[config.mk]
export PLATFORM = sky130hd
export DESIGN_NAME = wlan_signal_field_parser
export DESIGN_NICKNAME = d
export VERILOG_FILES = /design/src/hw/rtl/wsfp_pkg.sv /design/src/hw/rtl/wsfp_symdiv.sv /design/src/hw/rtl/wsfp_decode.sv /design/src/hw/rtl/wlan_signal_field_parser.sv
export SDC_FILE = /design/constraint.sdc
export NUM_CORES = 1
export LEC_CHECK = 0
export ABC_AREA = 1
export BUFFER_PORTS_ARGS = -buffer_cell sky130_fd_sc_hd__buf_2
export CAP_MARGIN = 20
export CORE_ASPECT_RATIO = 1.25
export CORE_UTILIZATION = 65
export CTS_CLUSTER_SIZE = 20
export DETAILED_ROUTE_END_ITERATION = 10
export HOLD_SLACK_MARGIN = 0.08
export PLACE_DENSITY = 0.81
export SETUP_SLACK_MARGIN = 0.5
export SYNTH_ARGS = -nofsm -noshare
export SYNTH_HDL_FRONTEND = slang
export SYNTH_HIERARCHICAL = 1
export SYNTH_SLANG_ARGS = --single-unit
[constraint.sdc]
create_clock -name clk_i -period 9 [get_ports clk_i]
set_clock_uncertainty 0.15 [all_clocks]
set_input_delay 0.45 -clock clk_i [delete_from_list [all_inputs] [get_ports clk_i]]
set_output_delay 0.45 -clock clk_i [all_outputs]
set_load 0.01 [all_outputs]
[src/hw/rtl/wsfp_pkg.sv]
package wsfp_pkg;

  localparam int SigW = 24;
  localparam int LenW = 12;
  localparam int S1gLenW = 9;
  localparam int SymW = 11;
  localparam int EncW = 3;
  localparam int McsW = 4;
  localparam int NumW = 16;
  localparam int BiasW = 8;
  localparam int ShiftW = 3;
  localparam int RecipW = 23;
  localparam int RecipShift = 22;
  localparam int ProdW = NumW + RecipW;

  typedef enum logic [1:0] {
    StatusOk     = 2'd0,
    StatusFirst  = 2'd1,
    StatusParity = 2'd2,
    StatusRate   = 2'd3
  } status_e;

  typedef enum logic [1:0] {
    ModBpsk  = 2'd0,
    ModQpsk  = 2'd1,
    Mod16qam = 2'd2,
    Mod64qam = 2'd3
  } mod_e;

  localparam logic [3:0] Rate6M  = 4'hB;
  localparam logic [3:0] Rate9M  = 4'hF;
  localparam logic [3:0] Rate12M = 4'hA;
  localparam logic [3:0] Rate18M = 4'hE;
  localparam logic [3:0] Rate24M = 4'h9;
  localparam logic [3:0] Rate36M = 4'hD;
  localparam logic [3:0] Rate48M = 4'h8;
  localparam logic [3:0] Rate54M = 4'hC;

  localparam logic [McsW-1:0] Mcs0 = 4'd0;
  localparam logic [McsW-1:0] Mcs1 = 4'd1;
  localparam logic [McsW-1:0] Mcs2 = 4'd2;

  localparam logic [NumW-1:0] LegacyOverhead = 16'd22;
  localparam logic [NumW-1:0] S1gOverhead = 16'd14;

  // ceil(n / d) with d = 2^shift * c: add d-1, shift, multiply by ceil(2^22 / c)
  typedef struct packed {
    logic [BiasW-1:0]  bias;
    logic [ShiftW-1:0] shift;
    logic [RecipW-1:0] recip;
  } div_t;

  typedef struct packed {
    status_e           status;
    logic              upd;
    logic              mcs_we;
    logic [McsW-1:0]   mcs;
    logic [EncW-1:0]   enc;
    mod_e              modulation;
    logic [LenW-1:0]   bytes;
  } dec_t;

  function automatic div_t legacy_div(input logic [EncW-1:0] enc);
    div_t d;
    case (enc)
      3'd0:    d = '{bias: 8'd23,  shift: 3'd3, recip: 23'd1398102};
      3'd1:    d = '{bias: 8'd35,  shift: 3'd2, recip: 23'd466034};
      3'd2:    d = '{bias: 8'd47,  shift: 3'd4, recip: 23'd1398102};
      3'd3:    d = '{bias: 8'd71,  shift: 3'd3, recip: 23'd466034};
      3'd4:    d = '{bias: 8'd95,  shift: 3'd5, recip: 23'd1398102};
      3'd5:    d = '{bias: 8'd143, shift: 3'd4, recip: 23'd466034};
      3'd6:    d = '{bias: 8'd191, shift: 3'd6, recip: 23'd1398102};
      default: d = '{bias: 8'd215, shift: 3'd3, recip: 23'd155345};
    endcase
    return d;
  endfunction

endpackage

[src/hw/rtl/wsfp_symdiv.sv]
module wsfp_symdiv (
  input  logic [wsfp_pkg::NumW-1:0] num_i,
  input  wsfp_pkg::div_t            div_i,
  output logic [wsfp_pkg::SymW-1:0] sym_o
);
  import wsfp_pkg::*;

  logic [NumW-1:0]  biased;
  logic [NumW-1:0]  scaled;
  logic [ProdW-1:0] prod;

  assign biased = num_i + {{(NumW-BiasW){1'b0}}, div_i.bias};
  assign scaled = biased >> div_i.shift;
  assign prod   = {{RecipW{1'b0}}, scaled} * {{NumW{1'b0}}, div_i.recip};
  assign sym_o  = prod[RecipShift +: SymW];

endmodule

[src/hw/rtl/wsfp_decode.sv]
module wsfp_decode (
  input  logic                      s1g_enable_i,
  input  logic [wsfp_pkg::SigW-1:0] sig_i,
  input  logic                      second_i,
  input  logic [wsfp_pkg::McsW-1:0] stored_mcs_i,
  output wsfp_pkg::dec_t            dec_o,
  output logic [wsfp_pkg::SymW-1:0] sym_o
);
  import wsfp_pkg::*;

  logic            perr;
  logic [NumW-1:0] num;
  div_t            div;
  logic [EncW-1:0] enc;
  logic            rate_ok;

  assign perr = (^sig_i[16:0]) != sig_i[17];

  always_comb begin
    rate_ok = 1'b1;
    unique case (sig_i[3:0])
      Rate6M:  enc = 3'd0;
      Rate9M:  enc = 3'd1;
      Rate12M: enc = 3'd2;
      Rate18M: enc = 3'd3;
      Rate24M: enc = 3'd4;
      Rate36M: enc = 3'd5;
      Rate48M: enc = 3'd6;
      Rate54M: enc = 3'd7;
      default: begin
        enc     = 3'd0;
        rate_ok = 1'b0;
      end
    endcase
  end

  always_comb begin
    dec_o            = '0;
    dec_o.status     = StatusOk;
    dec_o.modulation = ModBpsk;
    dec_o.mcs        = sig_i[22:19];
    num              = '0;
    div              = legacy_div(enc);
    if (s1g_enable_i && !second_i) begin
      dec_o.mcs_we = 1'b1;
      dec_o.status = StatusFirst;
    end else if (s1g_enable_i) begin
      dec_o.bytes = {{(LenW-S1gLenW){1'b0}}, sig_i[9:1]};
      num         = S1gOverhead + {{(NumW-S1gLenW-3){1'b0}}, sig_i[9:1], 3'b000};
      unique case (stored_mcs_i)
        Mcs0: begin
          dec_o.upd        = 1'b1;
          dec_o.enc        = 3'd0;
          dec_o.modulation = ModBpsk;
          div              = '{bias: 8'd25, shift: 3'd1, recip: 23'd322639};
        end
        Mcs1: begin
          dec_o.upd        = 1'b1;
          dec_o.enc        = 3'd2;
          dec_o.modulation = ModQpsk;
          div              = '{bias: 8'd51, shift: 3'd2, recip: 23'd322639};
        end
        Mcs2: begin
          dec_o.upd        = 1'b1;
          dec_o.enc        = 3'd3;
          dec_o.modulation = ModQpsk;
          div              = '{bias: 8'd77, shift: 3'd1, recip: 23'd107547};
        end
        default: dec_o.status = StatusRate;
      endcase
    end else begin
      dec_o.bytes = sig_i[16:5];
      num         = LegacyOverhead + {1'b0, sig_i[16:5], 3'b000};
      if (perr) begin
        dec_o.status = StatusParity;
      end else if (!rate_ok) begin
        dec_o.status = StatusRate;
      end else begin
        dec_o.upd        = 1'b1;
        dec_o.enc        = enc;
        dec_o.modulation = mod_e'(enc[2:1]);
      end
    end
  end

  wsfp_symdiv u_symdiv (
    .num_i (num),
    .div_i (div),
    .sym_o (sym_o)
  );

endmodule

[src/hw/rtl/wlan_signal_field_parser.sv]
// A word taken into the input register is decoded and captured by the result register.
// Throughput: one word per cycle unless out_ready_i stalls; the input and result registers
//   keep both sides moving, and decode plus the reciprocal multiply fit between them.
// Reset (async, active low): both stages empty, legacy mode, held encoding,
//   symbol count, modulation (BPSK) and stored MCS cleared to zero.
module wlan_signal_field_parser (
  input  logic                      clk_i,
  input  logic                      rst_ni,
  input  logic                      cfg_we_i,
  input  logic                      cfg_wdata_i,
  input  logic                      in_valid_i,
  output logic                      in_ready_o,
  input  logic [wsfp_pkg::SigW-1:0] sig_bits_i,
  input  logic                      is_second_symbol_i,
  output logic                      out_valid_o,
  input  logic                      out_ready_i,
  output logic [1:0]                status_o,
  output logic [wsfp_pkg::EncW-1:0] encoding_o,
  output logic [wsfp_pkg::LenW-1:0] frame_bytes_o,
  output logic [wsfp_pkg::SymW-1:0] frame_symbols_o,
  output logic [1:0]                modulation_o
);
  import wsfp_pkg::*;

  logic            s1g_enable_q;
  logic            in_valid_q;
  logic [SigW-1:0] sig_q;
  logic            second_q;
  logic            out_valid_q;
  logic            adv;

  logic [McsW-1:0] stored_mcs_q;
  logic [EncW-1:0] held_enc_q;
  logic [SymW-1:0] held_sym_q;
  mod_e            held_mod_q;

  status_e         status_q;
  logic [EncW-1:0] enc_q;
  logic [LenW-1:0] bytes_q;
  logic [SymW-1:0] sym_q;
  mod_e            mod_q;

  dec_t            dec;
  logic [SymW-1:0] dec_sym;
  logic [EncW-1:0] enc_d;
  logic [SymW-1:0] sym_d;
  mod_e            mod_d;

  assign adv        = in_valid_q && (!out_valid_q || out_ready_i);
  assign in_ready_o = !in_valid_q || adv;

  wsfp_decode u_decode (
    .s1g_enable_i (s1g_enable_q),
    .sig_i        (sig_q),
    .second_i     (second_q),
    .stored_mcs_i (stored_mcs_q),
    .dec_o        (dec),
    .sym_o        (dec_sym)
  );

  assign enc_d = dec.upd ? dec.enc        : held_enc_q;
  assign sym_d = dec.upd ? dec_sym        : held_sym_q;
  assign mod_d = dec.upd ? dec.modulation : held_mod_q;

  always_ff @(posedge clk_i or negedge rst_ni) begin
    if (!rst_ni) begin
      s1g_enable_q <= 1'b0;
      in_valid_q   <= 1'b0;
      out_valid_q  <= 1'b0;
      stored_mcs_q <= '0;
      held_enc_q   <= '0;
      held_sym_q   <= '0;
      held_mod_q   <= ModBpsk;
    end else begin
      if (cfg_we_i) begin
        s1g_enable_q <= cfg_wdata_i;
      end
      if (in_ready_o) begin
        in_valid_q <= in_valid_i;
      end
      if (adv) begin
        out_valid_q <= 1'b1;
      end else if (out_ready_i) begin
        out_valid_q <= 1'b0;
      end
      if (adv) begin
        if (dec.mcs_we) begin
          stored_mcs_q <= dec.mcs;
        end
        held_enc_q <= enc_d;
        held_sym_q <= sym_d;
        held_mod_q <= mod_d;
      end
    end
  end

  always_ff @(posedge clk_i) begin
    if (in_ready_o && in_valid_i) begin
      sig_q    <= sig_bits_i;
      second_q <= is_second_symbol_i;
    end
    if (adv) begin
      status_q <= dec.status;
      enc_q    <= enc_d;
      bytes_q  <= dec.bytes;
      sym_q    <= sym_d;
      mod_q    <= mod_d;
    end
  end

  assign out_valid_o     = out_valid_q;
  assign status_o        = status_q;
  assign encoding_o      = enc_q;
  assign frame_bytes_o   = bytes_q;
  assign frame_symbols_o = sym_q;
  assign modulation_o    = mod_q;

  a_adv_fills_out : assert property (@(posedge clk_i) disable iff (!rst_ni)
    adv |=> out_valid_q)
    else $error("advanced word missing from result register");

  a_out_matches_held : assert property (@(posedge clk_i) disable iff (!rst_ni)
    out_valid_q |-> (enc_q == held_enc_q && sym_q == held_sym_q && mod_q == held_mod_q))
    else $error("reported settings differ from held settings");

  a_first_no_bytes : assert property (@(posedge clk_i) disable iff (!rst_ni)
    (out_valid_q && status_q == StatusFirst) |-> bytes_q == '0)
    else $error("first S1G symbol reports a length");

  a_stall_holds_in : assert property (@(posedge clk_i) disable iff (!rst_ni)
    (in_valid_q && !adv) |=> (in_valid_q && $stable(sig_q) && $stable(second_q)))
    else $error("stalled input word lost");

  a_block_only_full : assert property (@(posedge clk_i) disable iff (!rst_ni)
    !in_ready_o |-> (in_valid_q && out_valid_q && !out_ready_i))
    else $error("input blocked while a stage is free");

endmodule
==> metrics, run 1 <==
Die Y 177.7 um; Setup Crit Path Kind reg -> reg; Wirelength per Cell 19.80 um; RSZ-0062 raised after global routing true; Buf/Inv on CP 8; Top Usage Layer GRT met2; IO Count 63; Syn Inst Count 2088; average size of a mapped cell 7.686 um^2; CTS Buf Count 9; GR Overflow Total 0; final WL 50.90 mm; Maximum Capacitance Violations 0; Final #Nets 2650; met3 Use GR 6.692%; arrival time at the worst endpoint 8.90 ns; startpoint types flip-flop; Non-Filler Instances 2571; critical path depth 43; Setup Viol. Count Final 0; Worst-Skew Late Latency 0.34 ns; number of global-route vias before repair 14.74k; Vias 15.21k; GRT Overall Usage 37.86%; PortBufs 60; vias per cell 5.917; Max Root-Sink Buffers 2; multi-input logic area 13150 um^2; delay-heaviest family, CP adder cells; CTS tree built; DR pass1 iterations 6; starting density of the core 66.97%; Layout area overhead 20.71%; largest net degree at the start of global routing 47; die area 25330 um^2; run status complete, no violations; Clock Sinks 76; register cell area after layout 2167 um^2; Peak Freq 114.1 MHz; root buffer cell clkbuf_16; Critical-path top delay cell fa_1; die span in x 142.5 um; placed cells 2484; RD Place Congestion 0.9666; post-route ant nets 0; initial antenna violation count 1; Final Hold Fails 0; routing usage on met2 66.07%; Cell Area, Synth 16050 um^2; HPWL Detailed 34.75 mm; Filler cells 1469; H-tree Lvls 3; Core Rows 63; min Tclk post-route 8.761 ns; CTS clock-pin slew for the worst setup and hold paths 0.07 ns; first-pass GRT wire length 72.46 mm; CP max FO 8; Worst EP required 9.14 ns; DRC Markers 0; crit share post-route 97.34%; Max-Slew Margin vs Limit 47.03%; Synth Warn # 6; R2R depth 43; critical path's largest stage delay 0.60 ns; CP endpoint kind flip-flop; met1 Usage GRT 42.20%; Hold Crit Class in -> reg; fraction of layout cells with a size suffix above 1 24.59%; First DRT Iteration DRCs 1285; actual slew at the worst max-slew pin 0.7896 ns; total core area 23960 um^2; Slew Limit Fails 0; hold depth 1
[final cells by class]
cell class / instances / area share (%)
flip-flops and latches: 76 / 11.19
multi-input cells: 1476 / 67.88
repair inverters: 1 / 0.03229
well taps: 325 / 2.099
repair buffers: 194 / 7.672
clock buffers: 9 / 1.162
diodes: 1 / 0.01292
clock inverters: 7 / 0.3617
inverters: 482 / 9.591
[per-stage QoR]
| stage | hold slack [ns] | setup WS, ns | setup TNS (ns) | util, % | area [um^2] |
|---|---|---|---|---|---|
| global placement | 0.3012 | 0.2229 | 0 | 70.80 | 16970 |
| floorplan | 0.004409 | 0.9600 | 0 | - | 16080 |
| global route | 0.1276 | -0.04129 | -0.04129 | 80.84 | 19370 |
| detailed placement | 0.3014 | 0.1046 | 0 | 70.80 | 16970 |
| CTS | 0.1262 | 0.4925 | 0 | 74.89 | 17950 |
| finish | 0.1275 | 0.2393 | 0 | 80.85 | 19370 |
[state kept, by name, indices dropped and copies added, names as in the netlist, 3 cells and up]
register and count:
encoding_o 3, frame_bytes_o 12, frame_symbols_o 11, held_enc_q 3, held_sym_q 11, sig_q 22, stored_mcs_q 4
[timing repair]
item | CTS | global route
resized for setup | 108 | 295
hold endpoints to repair | 23 | 0
hold buffers | 1 | 0
pin swaps | 40 | 123
gates cloned | 3 | 3
setup buffers | 20 | 43
endpoints found under the setup margin | 22 | 22
[routing by layer]
| layer | routed length, um | part of all wire [%] | vias up |
|---|---|---|---|
| met2 | 24410 | 48 | 1066 |
| met1 | 16280 | 32 | 7195 |
| met4 | 5026 | 9.9 | 2 |
| met3 | 5173 | 10 | 378 |
| met5 | 12 | 0.024 | - |
| li1 | - | - | 6572 |
[cells in the final DEF (no fill, tap or decap), types with 5 or more instances in the layout]
master	instances
a21oi_1	22
a21oi_2	17
a21oi_4	12
buf_12	7
buf_2	61
buf_4	111
buf_6	10
clkbuf_16	9
clkinv_1	7
conb_1	10
dfrtp_1	23
edfxtp_1	53
fa_1	258
fa_2	21
ha_1	74
ha_4	23
inv_1	416
inv_2	47
inv_4	7
nand2_1	432
nand2_2	59
nand2_4	25
nand3_1	84
nand3_2	25
nand4_1	17
nor2_1	200
nor2_2	22
nor2_4	16
nor3_1	9
o21a_1	7
o21ai_0	24
o21ai_1	15
o21ai_2	24
o22ai_1	5
xnor2_1	8
xor2_1	11
[final timing paths]
| path | startpoint | end | slack [ns] |
|---|---|---|---|
| worst max-delay path | sig_q[0] | held_sym_q[4] | 0.24 |
| worst min-delay path | sig_bits_i[20] | sig_q[20] | 0.13 |
| worst max register to register | sig_q[0] | held_sym_q[4] | 0.24 |
| worst min register to register | stored_mcs_q[3] | stored_mcs_q[3] | 0.32 |
| max in group asynchronous | rst_ni | s1g_enable_q | 7.89 |
| min in group asynchronous | rst_ni | held_sym_q[6] | 0.46 |
Power of run 1 is left out: the tool's default activity adds up to more than one toggle a clock period on the data nets, which glitch-free logic cannot reach.
==> run 2, diff against run 1 <==
CORE_UTILIZATION = 24   (was 65)
PLACE_DENSITY = 0.36   (was 0.81)
==> metrics, run 2 (synthesis results as in run 1) <==
CTS clock-pin slew for the worst setup and hold paths 0.06 ns (about the same); max FFs per register 22 (unchanged); DRC Markers 0 (unchanged); crit share post-route 94.62% (-2.7 points); CTS tree built; final worst slack 0.4844 ns (+0.2451 ns); CP max FO 7 (-1); Max-Slew Margin vs Limit 42.79% (-4.2 points); total core area 65820 um^2 (+170%); Post-DP Area 18210 um^2 (+7.3%); Biggest register sig_q; min Tclk post-route 8.516 ns (-0.2451 ns); M1 WL 23.04 mm (+42%); antenna cell count 0 (-1); H-tree Lvls 3 (unchanged); Vias 13.80k (-9.3%); final instance area 20220 um^2 (+4.4%); placed cells 3083 (+24%); RSZ-0062 raised after global routing true; fraction of layout cells with a size suffix above 1 25.33% (+0.74 points); starting density of the core 24.38% (-43 points); Wirelength per Cell 17.70 um (-11%); DR pass1 iterations 6 (unchanged); Setup Crit Path Kind reg -> reg; run status complete, no violations; Peak Freq 117.4 MHz (+2.9%); final core occ 30.72% (-50 points); CP endpoint kind flip-flop; Setup Viol. Count Final 0 (unchanged); final WL 55.60 mm (+9.2%); Core Rows 105 (+67%); met2 WL post-DR 29.84 mm (+22%); die area 67920 um^2 (+170%); vias per cell 4.391 (-26%); initial antenna violation count 0 (-1); post-route ant nets 0 (unchanged); startpoint types flip-flop; commonest non-fill, non-tap cell in the layout nand2_1; CTS Buf Count 9 (unchanged); Die Y 291.1 um (+64%); actual slew at the worst max-slew pin 0.8572 ns (+0.06755 ns); root buffer cell clkbuf_16; first-pass GRT wire length 86.97 mm (+20%); Hold Crit Class in -> reg; register cell area after layout 2167 um^2 (unchanged); Worst EP required 8.94 ns (-0.20 ns); uppermost routed layer met4; largest net degree at the start of global routing 47 (unchanged); multi-input logic area 12960 um^2 (-1.5%); number of global-route vias before repair 15.01k (+1.8%); PortBufs 60 (unchanged); critical path's largest stage delay 0.60 ns (about the same); GR Overflow Total 0 (unchanged); Maximum Capacitance Violations 0 (unchanged); HPWL Detailed 46.02 mm (+32%); pre-CTS worst setup slack -0.06902 ns (-0.1737 ns); Layout area overhead 25.98%; Final Hold Fails 0 (unchanged); Non-Filler Instances 3142 (+22%); IO Count 63 (unchanged); RD Place Congestion 0.8284 (-14%); GRT Overall Usage 16.83% (-21 points); Clock Sinks 76 (unchanged); First DRT Iteration DRCs 517 (-60%); Worst-Skew Late Latency 0.35 ns (about the same); DR WL met3 1.377 mm (-73%); Filler cells 7136 (+390%); arrival time at the worst endpoint 8.46 ns (-0.44 ns); Max Root-Sink Buffers 2 (unchanged); Slew Limit Fails 0 (unchanged); Final #Nets 2691 (+1.5%); commonest non-fill, non-tap cells in the layout 440 x nand2_1, 420 x inv_1, 259 x fa_1; most frequent CP cell fa_1; Critical-path top delay cell fa_2; die span in x 233.3 um (+64%)
==> run 2: cell count changes in the layout (fill, tap and decap cells not counted), moves of 4 or more <==
cell / before / now
buf_4: 111 / 150
nand2_4: 25 / 15
a21oi_4: 12 / 4
nand2_1: 432 / 440
o21ai_1: 15 / 23
o21ai_2: 24 / 18
a21oi_1: 22 / 27
nor2_1: 200 / 195
buf_6: 10 / 14
inv_1: 416 / 420
inv_4: 7 / 3
nand2_8: 4 / 0
==> run 2: final timing paths <==
path	cells past startpoint	slack, ns	to	startpoint
max in group asynchronous	2	7.87	held_sym_q[9]	rst_ni
worst min register to register	2	0.32	held_sym_q[0]	held_sym_q[0]
worst max register to register	42	0.48	frame_symbols_o[0]	sig_q[0]
worst max-delay path	42	0.48	frame_symbols_o[0]	sig_q[0]
min in group asynchronous	2	0.46	held_sym_q[5]	rst_ni
worst min-delay path	1	0.12	sig_q[16]	sig_bits_i[16]
==> run 2: area by class of cell <==
type | instances | share of cell area (%)
multi-input cells | 1473 | 64.09
flip-flops and latches | 76 | 10.72
repair buffers | 239 | 9.270
inverters | 482 | 9.177
well taps | 856 | 5.297
clock buffers | 9 | 1.114
clock inverters | 7 | 0.3342
==> run 2: timing repair <==
item,CTS,global route
cloned,0,2
hold buffers,1,0
buffers inserted,17,23
endpoints found under the setup margin,22,22
endpoints found under the hold margin,23,0
pin swaps,54,123
gates resized for setup,152,218
==> run 2: per-layer routing <==
layer / track usage [%] / vias up
met4: 4.639 / 0
met3: 0.9894 / 54
met2: 31.45 / 234
met1: 20.50 / 6879
met5: 0 / -
li1: - / 6628
==> run 2: critical path: cells and delay by family, from the launching register on <==
kind	cells	cell delay, ns
fa+ha+maj	9	3.91
compound gates	10	1.25
simple gates	12	1.22
buf+inv	9	0.86
flops	1	0.42
xor+xnor	2	0.41
==> run 2: metrics by stage <==
stage	setup TNS [ns]	hold slack, ns
3_3_place_gp	-0.06352	0.3110
3_5_place_dp	-0.3029	0.3118
5_1_grt	0	0.1062
4_1_cts	0	0.1056
2_1_floorplan	0	0.004409
6_report	0	0.1172
Power of run 2 is left out for the same reason.
==> run 3, diff against run 2 <==
CORE_UTILIZATION = 32   (was 24)
PLACE_DENSITY = 0.45   (was 0.36)
==> metrics, run 3 (synthesis results as in run 1) <==
Worst R2R Setup Slack 0.45 ns (-0.04 ns); min Tclk post-route 8.552 ns (+0.03639 ns); vias per cell 4.757 (+8.4%); GRT Overall Usage 20.40% (+3.6 points); total core area 49410 um^2 (-25%); Worst EP required 8.93 ns (about the same); Wirelength per Cell 17.64 um (-0.34%); critical path's largest stage delay 0.57 ns (-0.03 ns); Post-Route Setup TNS 0 ns (unchanged); HPWL Detailed 41.45 mm (-9.9%); first-pass GRT wire length 80.03 mm (-8.0%); Setup Viol. Count Final 0 (unchanged); GR Overflow Total 0 (unchanged); Final #Nets 2673 (-0.67%); post-route ant nets 0 (unchanged); Final Hold Fails 0 (unchanged); CP endpoint kind flip-flop; commonest non-fill, non-tap cells in the layout 442 x nand2_1, 424 x inv_1, 267 x fa_1; reg-to-reg startpoint sig_q[0]; die area 51060 um^2 (-25%); Layout area overhead 23.39%; run status complete, no violations; Core Rows 91 (-13%); antenna cell count 0 (unchanged); Slew Limit Fails 0 (unchanged); Critical-path top delay cell fa_2; CTS clock-pin slew for the worst setup and hold paths 0.06 ns (about the same); Die Y 252.4 um (-13%); Worst-Skew Late Latency 0.34 ns (about the same); arrival time at the worst endpoint 8.49 ns (+0.03 ns); RSZ-0062 raised after global routing true; DRC Markers 0 (unchanged); actual slew at the worst max-slew pin 0.8537 ns (-0.003422 ns); Buf/Inv on CP 10 (+1); die span in x 202.3 um (-13%); delay-heaviest family, CP adder cells; Post-DP Area 17620 um^2 (-3.2%); Maximum Capacitance Violations 0 (unchanged); number of global-route vias before repair 14.62k (-2.6%); Max-Slew Margin vs Limit 43.02% (+0.23 points); final WL 51.48 mm (-7.4%); final core occ 40.07% (+9.4 points); Filler cells 5199 (-27%); r2r endpoint frame_symbols_o[9]; First DRT Iteration DRCs 551 (+6.6%); initial antenna violation count 0 (unchanged); final instance area 19800 um^2 (-2.1%); largest net degree at the start of global routing 47 (unchanged); Peak Freq 116.9 MHz (-0.42%); Worst Hold End sig_q[1]; CTS Buf Count 9 (unchanged); crit share post-route 95.02% (+0.40 points); IO Count 63 (unchanged); Clock Sinks 76 (unchanged); RD Place Congestion 0.8996 (+8.6%); PortBufs 60 (unchanged); CP max FO 8 (+1); fraction of layout cells with a size suffix above 1 23.85% (-1.5 points); final worst slack 0.4480 ns (-0.03639 ns); hold depth 1 (unchanged); Biggest register sig_q; R2R depth 47 (+12%); Setup Crit Path Kind reg -> reg; startpoint types flip-flop; H-tree Lvls 3 (unchanged); commonest non-fill, non-tap cell in the layout nand2_1; Hold Crit Class in -> reg; Max Root-Sink Buffers 2 (unchanged); root buffer cell clkbuf_16; Vias 13.89k (+0.67%); pre-CTS worst setup slack -0.03233 ns (+0.03669 ns); HP Start sig_bits_i[1]; starting density of the core 32.48% (+8.1 points); CTS tree built; max FFs per register 22 (unchanged); DR pass1 iterations 5 (-1)
run 3: final cells by class:
cell class	count	area [um^2]	area share [%]
Timing Repair inverter	1	8.758	0.04423
Tap cell	651	814.5	4.113
Multi-Input combinational cell	1475	12970	65.51
Clock buffer	9	225.2	1.137
Timing Repair Buffer	218	1703	8.599
Sequential cell	76	2168	10.95
Clock inverter	7	66.31	0.3349
Inverter	482	1844	9.313
run 3: worst max-delay path by stage:
stage / start / end / slack, ns / cells after the start
global route: sig_q[3] / held_sym_q[9] / 0.04 / 51
floorplan: sig_q[1] / frame_symbols_o[3] / 0.96 / 45
finish: sig_q[0] / frame_symbols_o[9] / 0.45 / 47
CTS: sig_q[1] / frame_symbols_o[5] / 0.48 / 45
global placement: sig_q[0] / frame_symbols_o[3] / 0.04 / 45
detailed placement: sig_q[0] / frame_symbols_o[9] / -0.03 / 47
run 3: what timing repair did:
action,CTS,global route
endpoints found under the setup margin,22,22
buffers inserted,27,31
hold buffers,1,0
pin swaps,41,97
cloned,0,3
resized for setup,115,247
endpoints found under the hold margin,23,0
run 3: layer usage:
metal / track usage (%) / vias up / part of all wire [%]
met1: 24.03 / 6926 / 41
met4: 8.550 / 0 / 4.5
li1: - / 6590 / -
met2: 37.52 / 270 / 52
met3: 1.986 / 101 / 3.0
met5: 0 / - / 0
run 3: through the flow:
| stage | std cells | hold slack [ns] |
|---|---|---|
| 6_report | 2919 | 0.1334 |
| 3_5_place_dp | 2841 | 0.3146 |
| 4_1_cts | 2885 | 0.1128 |
| 2_1_floorplan | 2096 | 0.004409 |
| 5_1_grt | 2919 | 0.1147 |
| 3_3_place_gp | 2841 | 0.3106 |
Power of run 3 is left out for the same reason.
